[src/hw/rtl/vertex_transform_4x4_core_assert.svh]
// Assertion macros for the vertex transform core.
// Define NO_ASSERTIONS to compile every macro to nothing.
`ifndef VERTEX_TRANSFORM_4X4_CORE_ASSERT_SVH
`define VERTEX_TRANSFORM_4X4_CORE_ASSERT_SVH
`ifndef NO_ASSERTIONS
// Same-cycle implication.
`define VT4_ASSERT_IMP(lbl, clk, rst_n, ante, cons) \
  lbl: assert property (@(posedge clk) disable iff (!rst_n) (ante) |-> (cons)) \
    else $error("vt4 assertion failed");
// Next-cycle implication.
`define VT4_ASSERT_NXT(lbl, clk, rst_n, ante, cons) \
  lbl: assert property (@(posedge clk) disable iff (!rst_n) (ante) |=> (cons)) \
    else $error("vt4 assertion failed");
`else
`define VT4_ASSERT_IMP(lbl, clk, rst_n, ante, cons)
`define VT4_ASSERT_NXT(lbl, clk, rst_n, ante, cons)
`endif
`endif

[src/hw/rtl/vt4_pkg.sv]
// Shared types, widths and helpers for the vertex transform core.
// No dependencies; imported by every module of the block.
package vt4_pkg;

  localparam int ELEM_W = 32;                 // Q16.16 element width
  localparam int FRAC_W = 16;                 // fraction bits
  localparam int DIM    = 4;                  // matrix order
  localparam int IDX_W  = $clog2(DIM);        // row or column index
  localparam int PROD_W = 2 * ELEM_W;         // full product
  localparam int SUM_W  = PROD_W + IDX_W;     // exact sum of DIM products
  localparam int SHR_W  = SUM_W - FRAC_W;     // sum after fraction drop

  // Item kind carried in tuser
  typedef enum logic {
    KIND_LOAD   = 1'b0,
    KIND_VERTEX = 1'b1
  } kind_e;

  // Element write broadcast to the cells
  typedef struct packed {
    logic              en;
    logic [IDX_W-1:0]  row;
    logic [IDX_W-1:0]  col;
    logic [ELEM_W-1:0] val;
  } mat_wr_t;

  // Partial row sum travelling down the cell chain
  typedef struct packed {
    logic                    vld;
    logic [IDX_W-1:0]        row;
    logic signed [SUM_W-1:0] sum;
  } row_tok_t;

  // Identity element at (row, col): 1.0 on the diagonal, 0 elsewhere
  function automatic logic [ELEM_W-1:0] ident_elem(input logic [IDX_W-1:0] row,
                                                   input logic [IDX_W-1:0] col);
    logic [ELEM_W-1:0] one;
    one = ELEM_W'(1) << FRAC_W;
    return (row == col) ? one : '0;
  endfunction

endpackage

[src/hw/rtl/vt4_sat.sv]
// Fraction drop and saturation of one exact row sum to Q16.16.
// Depends on vt4_pkg.
module vt4_sat import vt4_pkg::*; (
  input  logic signed [SUM_W-1:0] sum_i,
  output logic [ELEM_W-1:0]       val_o,
  output logic                    ovf_o
);

  logic signed [SHR_W-1:0]     shr;
  logic [SHR_W-ELEM_W:0]       top;
  logic [ELEM_W-1:0]           max_v;
  logic [ELEM_W-1:0]           min_v;

  // Drop fraction bits, rounding toward minus infinity
  assign shr   = SHR_W'(sum_i >>> FRAC_W);
  assign top   = shr[SHR_W-1:ELEM_W-1];
  assign max_v = {1'b0, {(ELEM_W-1){1'b1}}};
  assign min_v = {1'b1, {(ELEM_W-1){1'b0}}};

  // Clamp when the upper bits are not a pure sign extension
  assign ovf_o = !((&top) || !(|top));
  assign val_o = !ovf_o ? shr[ELEM_W-1:0] : (sum_i[SUM_W-1] ? min_v : max_v);

endmodule

[config.mk]
export PLATFORM = sky130hd
export DESIGN_NAME = vt4_sat
export DESIGN_NICKNAME = d
export VERILOG_FILES = /design/src/hw/rtl/vertex_transform_4x4_core_assert.svh /design/src/hw/rtl/vt4_pkg.sv /design/src/hw/rtl/vt4_sat.sv
export SDC_FILE = /design/constraint.sdc
export NUM_CORES = 1
export LEC_CHECK = 0
export ABC_CLOCK_PERIOD_IN_PS = 1400
export BUFFER_PORTS_ARGS = -buffer_cell sky130_fd_sc_hd__buf_2
export CAP_MARGIN = 10
export CORE_MARGIN = 2
export CORE_UTILIZATION = 22
export DETAILED_ROUTE_END_ITERATION = 8
export PLACE_DENSITY = 0.79
export SLEW_MARGIN = 5
export SYNTH_ARGS = -nofsm -noshare
export SYNTH_HDL_FRONTEND = slang
export SYNTH_SLANG_ARGS = --single-unit
export TNS_END_PERCENT = 30
[constraint.sdc]
create_clock -name vclk -period 1.4
set_clock_uncertainty 0.05 [all_clocks]
set_input_delay 0.21 -clock vclk [all_inputs]
set_output_delay 0.21 -clock vclk [all_outputs]
set_load 0.01 [all_outputs]
* Yosys cells after proc, flatten, opt, wreduce, memory -nomap -nowiden
Index checks and enable logic that the tools add are counted.
Widths: inputs -> output; s select.
** Storage, ports and cells
- Input port bits :: 66
- Output and inout port bits :: 33
- Flip-flop bits (word level) :: 0
** Cells by class
- Reductions and logical operators :: 5
- Multiplexer cells :: 2
** Operator list (number)
- $mux 32 :: 2
- $reduce_and 19->1 :: 1
- $reduce_or 19->1 :: 1
- $logic_not 1->1 :: 2
- $logic_or 1x1->1 :: 1

* Longest topological paths before layout
- Depth after elaboration :: 4
- Depth in mapped cells :: 6

* Worst setup path after synthesis
No wires, ideal clock.
- Path type :: input-to-output
- Start point :: input sum_i[60]
- End point :: output val_o[22]
- Data arrival time :: 1.295 ns
- Stages :: 6
- Slack :: -0.155 ns
- Path through :: nor4_1 -> nand4_1 -> nor4_2 -> a31o_2 -> buf_6 -> a21o_1
** On the way
- Longest elaborated chain between the ends :: 4
** RTL lines
- start, declared :: line vt4_sat.sv:4 : input logic signed [SUM_W-1:0] sum_i,
- $reduce_or 19->1 :: line vt4_sat.sv:21 : assign ovf_o = !((&top) || !(|top));
- $logic_not 1->1 :: line vt4_sat.sv:21
- $logic_or 1x1->1 * :: line vt4_sat.sv:21
- $mux 32 * :: line vt4_sat.sv:22 : assign val_o = !ovf_o ? shr[ELEM_W-1:0] : (sum_i[SUM_W-1] ? min_v : max_v);
- end, declared :: line vt4_sat.sv:5 : output logic [ELEM_W-1:0] val_o,
Mark *: on every way between the ends. The rest lies on a longest branch, timed or not.

* Final worst setup path
- Start point :: input sum_i[51]
- End point :: output val_o[18]
Same word-level chain as after synthesis.

==> results.cfg <==
[placed_design]
dp_hpwl_mm = 1.535
routabilityCongestion = 0.7277
portBuffers = 83

[timing]
relSlewSlack = 0.7306
finalHoldViolCount = 0
max_freq_ghz = 0.5474
setup_ws_ns = -0.4269
finalCritPeriodShare = 1.305
timing.hold.ws_ns = 0.6438
min_period_ns = 1.827
tightestPinTransition_ns = 0.4041
finalSetupViolCount = 32
slew_viol_final = 0
setup_tns_ns = -13.07
rsz0062_at_grt = true

[cells_and_area]
n_clock_buffer = 0
diodes = 0
final_core_util = 0.6945
final_nets = 205
drive_gt1_frac = 0.9270
seq_area_sq_um = 0
area_growth_pct = 198.4
seq_cell_count = 0
n_fill_cell = 161
final_common_cell = buf_2
final_cell_mix = buf_2 (46), buf_6 (38), a21o_4 (17)

[route]
highest_layer = met4
met1_length_um = 718
drt_iter0_drc = 5
wirelength_mm = 2.227
wl_per_cell_um = 13.58
vias = 792
ant_nets = 0
viasPerCell = 4.829
wl_met2_mm = 1.286
drc_errors = 0
firstDrtPassIters = 4
wl_met3_um = 171

[synthesis]
ys_types = 12
synthesis.area_sq_um = 456.7
ys_warn_count = 0
synthCells = 54
synth-simple-area-share = 0.1808
synth_top_family_by_area = compound AO/OA/AOI/OAI gates
yosys.area_share.adder = 0
synth-compound-area-share = 0.6411
synthMuxAreaShare = 0
syn_avg_cell_area_sq_um = 8.457
seq_area_frac_synth = 0
syn-num-nets = 120
synth-xor-area-share = 0

[power_and_ir_drop]
p_comb_frac = 1.000
p_clk_frac = 0
ir_worst_vdd_mv = 0.1484
intPower_w = 0.0002186
p_seq_frac = 0
switchingPower_w = 0.0001354
p_per_area_nw_per_um2 = 259.7
p_sw_frac = 0.3824
power_w = 0.0003539
total_leakage_power_nw = 0.6915

[critical_path]
crit_chain = buf_2, nor4_4, nand4_1, nor4_2, buf_4, a311oi_4, buf_12, a21o_2, buf_6
timing_worst_setup_path_type = in2out
worstPathRequired_ns = 1.14
endpoint_kind = primary output
critical_path.max_fanout = 14
cp.buffers_inverters = 4
slowest_stage = nor4_4
critPathTopFamily = buffers and inverters
cp.arrival_ns = 1.57
slowest_delay_ns = 0.24
start_kind = input port

[die]
floorplan.initialDensity = 0.2328
core_sq_um = 1962
pin_count = 99
num_rows = 16
chipWidth_um = 49.56
dieArea_sq_um = 2456
die_h_um = 49.56

[grt]
grt_max_degree = 17
grt.overflow.total = 0
grt_antenna_before_repair = 0
grt_use_total = 0.1761
grt_pass1_vias = 778
grt_pass1_wl_mm = 3.525

[worst_hold_path]
hp-class = in2out

[outcome]
status = finished with violations
violations = setup timing

[flow_run]
drv_cap = 0

[clock_network]
post_cts.repair.setup_buffers = 0
cells by family after synthesis:
logic type | count (synthesis)
AOI/OAI and AO/OA | 33
and+or+nand+nor | 13
buffers and inverters | 8
synth_stat cells (all sizes together):
cell	count	area, sq um
a21o	31	269.0
buf	6	67.56
nand4	5	31.28
nor4	5	37.53
nor2	2	7.510
a311oi	1	15.01
a31o	1	8.760
and3	1	6.260
dlygate4sd3	1	10.01
inv	1	3.750
power by group through the flow:
| stage | Clock (W) | Sequential, W | Combinational (W) |
|---|---|---|---|
| 2_1_floorplan | 0 | 0 | 0.000108 |
| 3_3_place_gp | 0 | 0 | 0.000244 |
| 3_5_place_dp | 0 | 0 | 0.000250 |
| 4_1_cts | 0 | 0 | 0.000337 |
| 5_1_grt | 0 | 0 | 0.000373 |
| 6_report | 0 | 0 | 0.000354 |
cell type report:
cell class | count | area (sq um) | share of cell area
repair buffers | 90 | 760.7 | 0.5583
well taps | 27 | 33.78 | 0.02479
inverters | 1 | 6.256 | 0.004591
multi-input cells | 46 | 561.8 | 0.4123
worst min-delay path, cell delays in order:
cell	delay (ns)
buf_2	0.07
a21o_2	0.11
buf_6	0.09
metal layers:
| metal | GRT usage | vias to the layer above |
|---|---|---|
| met5 | 0 | - |
| met4 | 0.03704 | 0 |
| met3 | 0.02121 | 4 |
| met2 | 0.3533 | 43 |
| met1 | 0.1923 | 361 |
| li1 | - | 384 |
per-stage QoR:
stage | area, sq um | setup slack [ns] | cells
4_1_cts | 1304 | -0.4422 | 164
3_3_place_gp | 983.4 | -0.4872 | 163
5_1_grt | 1363 | -0.5585 | 164
6_report | 1363 | -0.4269 | 164
3_5_place_dp | 983.4 | -0.5132 | 163
2_1_floorplan | 518.0 | -0.1431 | 54
final timing paths:
kind | start | slack (ns) | to | depth (start not counted)
worst min-delay path | sum_i[24] | 0.64 | val_o[8] | 3
worst max-delay path | sum_i[51] | -0.43 | val_o[18] | 9
repair_timing:
| item | CTS | global route |
|---|---|---|
| pin swaps | 0 | 2 |
| hold buffers | 0 | 0 |
| hold endpoints to repair | 0 | 0 |
| resized for setup | 50 | 9 |
| cloned | 1 | 0 |
| endpoints found under the setup margin | 32 | 32 |
No activity file was read; power rests on OpenSTA's default activity.
