--- src/hw/rtl/vertex_transform_4x4_core_assert.svh ---
// Assertion macros for the vertex transform core.
// Define NO_ASSERTIONS to compile every macro to nothing.
`ifndef VERTEX_TRANSFORM_4X4_CORE_ASSERT_SVH
`define VERTEX_TRANSFORM_4X4_CORE_ASSERT_SVH
`ifndef NO_ASSERTIONS
// Same-cycle implication.
`define VT4_ASSERT_IMP(lbl, clk, rst_n, ante, cons) \
  lbl: assert property (@(posedge clk) disable iff (!rst_n) (ante) |-> (cons)) \
    else $error("vt4 assertion failed");
// Next-cycle implication.
`define VT4_ASSERT_NXT(lbl, clk, rst_n, ante, cons) \
  lbl: assert property (@(posedge clk) disable iff (!rst_n) (ante) |=> (cons)) \
    else $error("vt4 assertion failed");
`else
`define VT4_ASSERT_IMP(lbl, clk, rst_n, ante, cons)
`define VT4_ASSERT_NXT(lbl, clk, rst_n, ante, cons)
`endif
`endif

--- src/hw/rtl/vt4_pkg.sv ---
// Shared types, widths and helpers for the vertex transform core.
// No dependencies; imported by every module of the block.
package vt4_pkg;

  localparam int ELEM_W = 32;                 // Q16.16 element width
  localparam int FRAC_W = 16;                 // fraction bits
  localparam int DIM    = 4;                  // matrix order
  localparam int IDX_W  = $clog2(DIM);        // row or column index
  localparam int PROD_W = 2 * ELEM_W;         // full product
  localparam int SUM_W  = PROD_W + IDX_W;     // exact sum of DIM products
  localparam int SHR_W  = SUM_W - FRAC_W;     // sum after fraction drop

  // Item kind carried in tuser
  typedef enum logic {
    KIND_LOAD   = 1'b0,
    KIND_VERTEX = 1'b1
  } kind_e;

  // Element write broadcast to the cells
  typedef struct packed {
    logic              en;
    logic [IDX_W-1:0]  row;
    logic [IDX_W-1:0]  col;
    logic [ELEM_W-1:0] val;
  } mat_wr_t;

  // Partial row sum travelling down the cell chain
  typedef struct packed {
    logic                    vld;
    logic [IDX_W-1:0]        row;
    logic signed [SUM_W-1:0] sum;
  } row_tok_t;

  // Identity element at (row, col): 1.0 on the diagonal, 0 elsewhere
  function automatic logic [ELEM_W-1:0] ident_elem(input logic [IDX_W-1:0] row,
                                                   input logic [IDX_W-1:0] col);
    logic [ELEM_W-1:0] one;
    one = ELEM_W'(1) << FRAC_W;
    return (row == col) ? one : '0;
  endfunction

endpackage

--- src/hw/rtl/vt4_cell.sv ---
// One column cell of the transform chain: holds one matrix column,
// multiplies it by its vertex component and adds to the passing row sum.
// Depends on vt4_pkg.
module vt4_cell import vt4_pkg::*; (
  input  logic                     clk_i,
  input  logic                     rst_ni,
  input  logic [IDX_W-1:0]         col_i,   // column this cell owns
  input  mat_wr_t                  wr_i,    // element write
  input  logic signed [ELEM_W-1:0] vec_i,   // vertex component of this column
  input  row_tok_t                 tok_i,   // row sum from the left neighbor
  output row_tok_t                 tok_o    // row sum to the right neighbor
);

  // Column held XORed with the identity column, so reset clears it to zero (identity)
  logic [ELEM_W-1:0]        col_q [DIM];
  logic signed [ELEM_W-1:0] elem;
  logic signed [PROD_W-1:0] prod_q;
  logic                     pass_vld_q;
  logic [IDX_W-1:0]         pass_row_q;
  logic signed [SUM_W-1:0]  pass_sum_q;
  logic                     tok_vld_q;
  logic [IDX_W-1:0]         tok_row_q;
  logic signed [SUM_W-1:0]  tok_sum_q;

  // Store element writes aimed at this column
  always_ff @(posedge clk_i or negedge rst_ni) begin
    if (!rst_ni) begin
      for (int r = 0; r < DIM; r++) col_q[r] <= '0;
    end else if (wr_i.en && (wr_i.col == col_i)) begin
      col_q[wr_i.row] <= wr_i.val ^ ident_elem(wr_i.row, col_i);
    end
  end

  assign elem = signed'(col_q[tok_i.row] ^ ident_elem(tok_i.row, col_i));

  // Multiply stage: register product and hold the incoming sum beside it
  always_ff @(posedge clk_i or negedge rst_ni) begin
    if (!rst_ni) begin
      pass_vld_q <= 1'b0;
    end else begin
      pass_vld_q <= tok_i.vld;
    end
  end

  always_ff @(posedge clk_i) begin
    prod_q     <= elem * vec_i;
    pass_row_q <= tok_i.row;
    pass_sum_q <= tok_i.sum;
  end

  // Add stage: fold the product into the row sum
  always_ff @(posedge clk_i or negedge rst_ni) begin
    if (!rst_ni) begin
      tok_vld_q <= 1'b0;
    end else begin
      tok_vld_q <= pass_vld_q;
    end
  end

  always_ff @(posedge clk_i) begin
    tok_row_q <= pass_row_q;
    tok_sum_q <= pass_sum_q + SUM_W'(prod_q);
  end

  assign tok_o.vld = tok_vld_q;
  assign tok_o.row = tok_row_q;
  assign tok_o.sum = tok_sum_q;

endmodule

--- config.mk ---
export PLATFORM = sky130hd
export DESIGN_NAME = vt4_cell
export DESIGN_NICKNAME = d
export VERILOG_FILES = /design/src/hw/rtl/vertex_transform_4x4_core_assert.svh /design/src/hw/rtl/vt4_pkg.sv /design/src/hw/rtl/vt4_cell.sv
export SDC_FILE = /design/constraint.sdc
export NUM_CORES = 2
export LEC_CHECK = 0
export BUFFER_PORTS_ARGS = -buffer_cell sky130_fd_sc_hd__buf_2
export CORE_MARGIN = 8
export CORE_UTILIZATION = 23
export CTS_CLUSTER_DIAMETER = 50
export DETAILED_ROUTE_END_ITERATION = 8
export PLACE_DENSITY = 0.44
export SYNTH_ARGS = -nofsm -noshare
export SYNTH_HDL_FRONTEND = slang
export SYNTH_SLANG_ARGS = --single-unit
--- constraint.sdc ---
create_clock -name clk_i -period 24.7 [get_ports clk_i]
set_input_delay 6.175 -clock clk_i [delete_from_list [all_inputs] [get_ports clk_i]]
set_output_delay 6.175 -clock clk_i [all_outputs]
set_load 0.03 [all_outputs]
# After elaboration in Yosys (flattened, before gate mapping)
# Cells that the tools add are included.
# totals
output_inout_bits	69
wordCells	33
inputBits	142
reg_bits	330
# classes
reduce_logical	2
bitwise_logic	4
order_cmp	3
mux	8
eq_ne	3
add_sub_neg	1
n_mul	1
# ops
operator	n
128-bit bitwise mux	1
32-bit two-way mux	3
66-bit by 64-bit adder with 66-bit output	1
32-bit binary-select mux with 2-bit select	1
32-bit demux with 2-bit select	1
32-bit by 32-bit multiplier with 64-bit output	1
32-bit by 17-bit XOR with 32-bit output	2
17-bit two-way mux	2
2-bit == test	3
3-bit >= comparator, second input constant	2
2-bit NOT with 3-bit output	2
3-bit by 1-bit < comparator with 1-bit output, second input constant	1
1-bit logical AND	2

# Logic depth before layout (Yosys ltp)
# depth
word_depth	6
depth_mapped	34
depth_no_buf	31

# Worst setup path before layout
# OpenSTA, ideal clock, no wires.
# synth_path
kind	in2reg
from	input tok_i[66] in the netlist's numbering
to	register prod_q[61]
required_time_ns	24.580
arrival_time_ns	14.914
slack_ns	9.666
setup_time_ns	0.120
path_stages	31
path_cell_list	clkbuf_1 > buf_1 > mux4_2 > clkbuf_1 > nand2_1 > inv_1 > fa_1 > inv_1 > fa_1 > inv_1 > fa_1 > inv_1 > fa_1 > inv_1 > fa_1 > inv_1 > fa_1 > fa_1 > fa_1 > inv_1 > ha_1 > a21o_1 > a31o_2 > a2111oi_0 > nor3_1 > a21oi_2 > o41ai_2 > o41ai_2 > o31a_1 > a21boi_2 > xor2_1
# synth_between
elab_chain_cells	6
elab_cells_between_ends	8
# synth_lines
item	line	text
start: declaration	vt4_cell.sv:10	input row_tok_t tok_i,
2-bit NOT with 3-bit output (not written as such)	vt4_cell.sv:34	assign elem = signed'(col_q[tok_i.row] ^ ident_elem(tok_i.row, col_i));
32-bit binary-select mux with 2-bit select	vt4_cell.sv:34	
32-bit two-way mux (not written as such) (2 in a row)	vt4_cell.sv:34	
32-bit by 17-bit XOR with 32-bit output *	vt4_cell.sv:34	
32-bit by 32-bit multiplier with 64-bit output *	vt4_cell.sv:46	prod_q <= elem * vec_i;
end signal: assignment	vt4_cell.sv:46	
end: declaration	vt4_cell.sv:17	logic signed [PROD_W-1:0] prod_q;
# Mark *: on every way between the ends. The rest lies on a longest branch, timed or not. The select of a mux whose other input is x is not followed.
# A chain may end at the register's enable or synchronous reset.

# Worst setup path in the final report
# layout_path
from	input tok_i[66] in the netlist's numbering
to	register prod_q[62]
# Same word-level chain as after synthesis.

==> flow_summary.json <==
{
  "status": "complete, no violations",
  "ys.warnings.count": 0,
  "synth_top_family_by_area": "adder cells",
  "fp.dieH_um": 478,
  "area_growth_pct": 11.9,
  "synth-xor-area-share_pct": 2.53,
  "tritoncts": "done",
  "vias_per_cell": 4.27,
  "fin_util_pct": 25.9,
  "finalMaxSlewViolations": 0,
  "critPathRequiredTime_ns": 25.20,
  "post_synth_and_or_nand_nor_area_fraction_pct": 13.1,
  "gp_congestion": 0.804,
  "ctsHoldBuffers": 0,
  "synth_fa_ha_area_share_pct": 50.4,
  "setup_viol": 0,
  "yosysTopAreaCellShare_pct": 44.1,
  "htreeDepth": 2,
  "numCtsBuffers": 49,
  "hpwl_um": 116000,
  "worst_pin_slew_ns": 1.13,
  "yosysTopAreaCell": "fa_1",
  "nets": 6472,
  "cp_slowest_stage_delay_ns": 0.93,
  "grt_max_degree": 77,
  "synth_compound_area_share_pct": 5.23,
  "wl_um": 152000,
  "grt.total_usage_pct": 13.5,
  "overflow": 0,
  "start_util_pct": 23.2,
  "finClkSkew_ns": 0.0308,
  "slowest_stage": "nor4_1",
  "synth_ff_type": "dfxtp_1",
  "final_common_cell": "fa_1",
  "grt_pass1_vias": 38946,
  "clk_pin_slew_ns": 0.06,
  "rows": 169,
  "fill_cells": 22855,
  "rsz0062_at_grt": "false",
  "drc_errors": 0,
  "synthTopCellsByArea": "fa_1, dfxtp_1, inv_1, dfrtp_1, ha_1",
  "critPathMaxFanout": 34,
  "antenna_found_initial": 40,
  "dieArea_um2": 229000,
  "start_kind": "input pin",
  "cts_setup_buffers": 0,
  "maxCapViolCount": 0,
  "clkSinkCount": 330,
  "vias": 33610,
  "syn_nets": 6399,
  "ys_seq_area_share_pct": 14.8,
  "setup_tns_ns": 0,
  "cp-end-kind": "register",
  "chipWidth_um": 478,
  "post-route-period-util_pct": 62.6,
  "maxSlewHeadroom_pct": 24.5,
  "crit_type": "input pin to register",
  "synth-async-reset-ratio_pct": 39.4,
  "num_io_pins": 211,
  "dpl.cell_count": 7768,
  "cp_common_cell": "fa_1",
  "min_path_type": "register to register",
  "synth-edff-count": 0,
  "period_needed_ns": 15.47,
  "drtIter0Drc": 1410,
  "coreArea_um2": 212000,
  "cts_root_buf": "clkbuf_16",
  "clk_latency_ns": 0.64,
  "fmax_ghz": 0.0647,
  "grt_pass1_wl_um": 239000,
  "clk_path_buf_depth": 3,
  "ys_ff_latch": 330,
  "final_cell_mix": "fa_1, inv_1, nand2_1",
  "synthCells": 4925,
  "wire_per_inst_um": 19.3,
  "ant_nets": 0,
  "syn_area_um2": 49200,
  "ctsResizeCount": 0,
  "synthDistinctLibCells": 73,
  "arrival_ns": 15.97,
  "io_buffers": 210,
  "layout.cells.non_filler": 7871,
  "synth.area.mux_share_pct": 4.30,
  "avgSynthCellArea_um2": 9.99,
  "hold_viol": 0,
  "drtPass1Iterations": 5,
  "drive_above_1_share_pct": 10.5
}
## routing by layer
metal  wire [µm]  part of all wire (%)  track usage (%)
met1       68500                    45             17.9
met2       71500                    47             22.7
met3        7990                   5.3             2.59
met4        3520                   2.3             3.04
met5         290                  0.19                0
## kinds of logic after synthesis
family	count (synthesis)
adder cells (fa/ha/maj)	1332
AO/OA/AOI/OAI	386
XOR/XNOR	142
buffers and inverters	1266
flip-flops	330
multiplexers	156
AND/OR/NAND/NOR	1313
## worst max-delay path: cells and delay by family
family | cells | cell delay [ns]
AOI/OAI and AO/OA | 6 | 1.55
xor gates and xnor gates | 2 | 0.31
adders and majority gates | 9 | 4.53
buffers and inverters | 8 | 1.36
muxes | 1 | 0.63
and+or+nand+nor | 4 | 1.32
## worst paths after layout
kind / from / end / slack [ns] / depth (start not counted)
setup / recovery: tok_i[66] / prod_q[62]$_DFF_P_ / 9.23 / 30
hold / removal: pass_row_q[1]$_DFF_P_ / tok_row_q[1]$_DFF_P_ / 0.33 / 0
setup reg to reg: col_q[16]$_DFFE_PN0P_ / prod_q[62]$_DFF_P_ / 15.19 / 28
hold reg to reg: pass_row_q[1]$_DFF_P_ / tok_row_q[1]$_DFF_P_ / 0.33 / 0
max in group asynchronous: rst_ni / col_q[116]$_DFFE_PN0P_ / 17.68 / 2
min in group asynchronous: rst_ni / col_q[68]$_DFFE_PN0P_ / 5.58 / 1
## Yosys cell counts (13+ instances only)
library cell / n
xor2_1: 48
dfrtp_1: 130
nor3_1: 19
a211oi_1: 13
dfxtp_1: 200
nand2b_1: 20
o21bai_1: 16
and3_1: 25
and2_1: 479
nand3_1: 31
xnor2_1: 94
clkbuf_1: 223
a21oi_1: 119
a21o_1: 71
fa_1: 1083
nor2_1: 96
nand2_1: 598
inv_1: 1032
ha_1: 249
mux4_2: 32
o21a_1: 13
o21ai_0: 63
mux2_2: 124
nand4_1: 19
## final cells by class
| class | count | area [µm²] | share of cell area (%) |
|---|---|---|---|
| multi-input cells | 3329 | 37200 | 67.6 |
| flip-flops and latches | 330 | 7260 | 13.2 |
| clock inverters | 27 | 353 | 0.641 |
| diodes | 11 | 27.5 | 0.0500 |
| inverters | 1032 | 3870 | 7.04 |
| repair buffers | 256 | 1400 | 2.54 |
| well taps | 2821 | 3530 | 6.42 |
| clock buffers | 65 | 1400 | 2.54 |
## through the flow
stage                     hold WS [ns]  worst slack [ns]  instance area [µm²]
final                            0.331              9.23                55000
after global placement           0.319              8.51                53200
after CTS                        0.337              9.12                55000
after global routing             0.340              8.63                55000
after detailed placement         0.319              8.43                53200
after floorplan                  0.310              9.67                49200
## state kept, by name, summed over array words and instances (netlist names)
| name | count |
|---|---|
| pass_vld_q | 1 |
| tok_row_q | 2 |
| tok_vld_q | 1 |
| tok_sum_q | 66 |
| prod_q | 64 |
| pass_sum_q | 66 |
| col_q | 128 |
| pass_row_q | 2 |
Power is left out: the tool's default activity adds up to more than one toggle a clock period on the data nets, which glitch-free logic cannot reach.
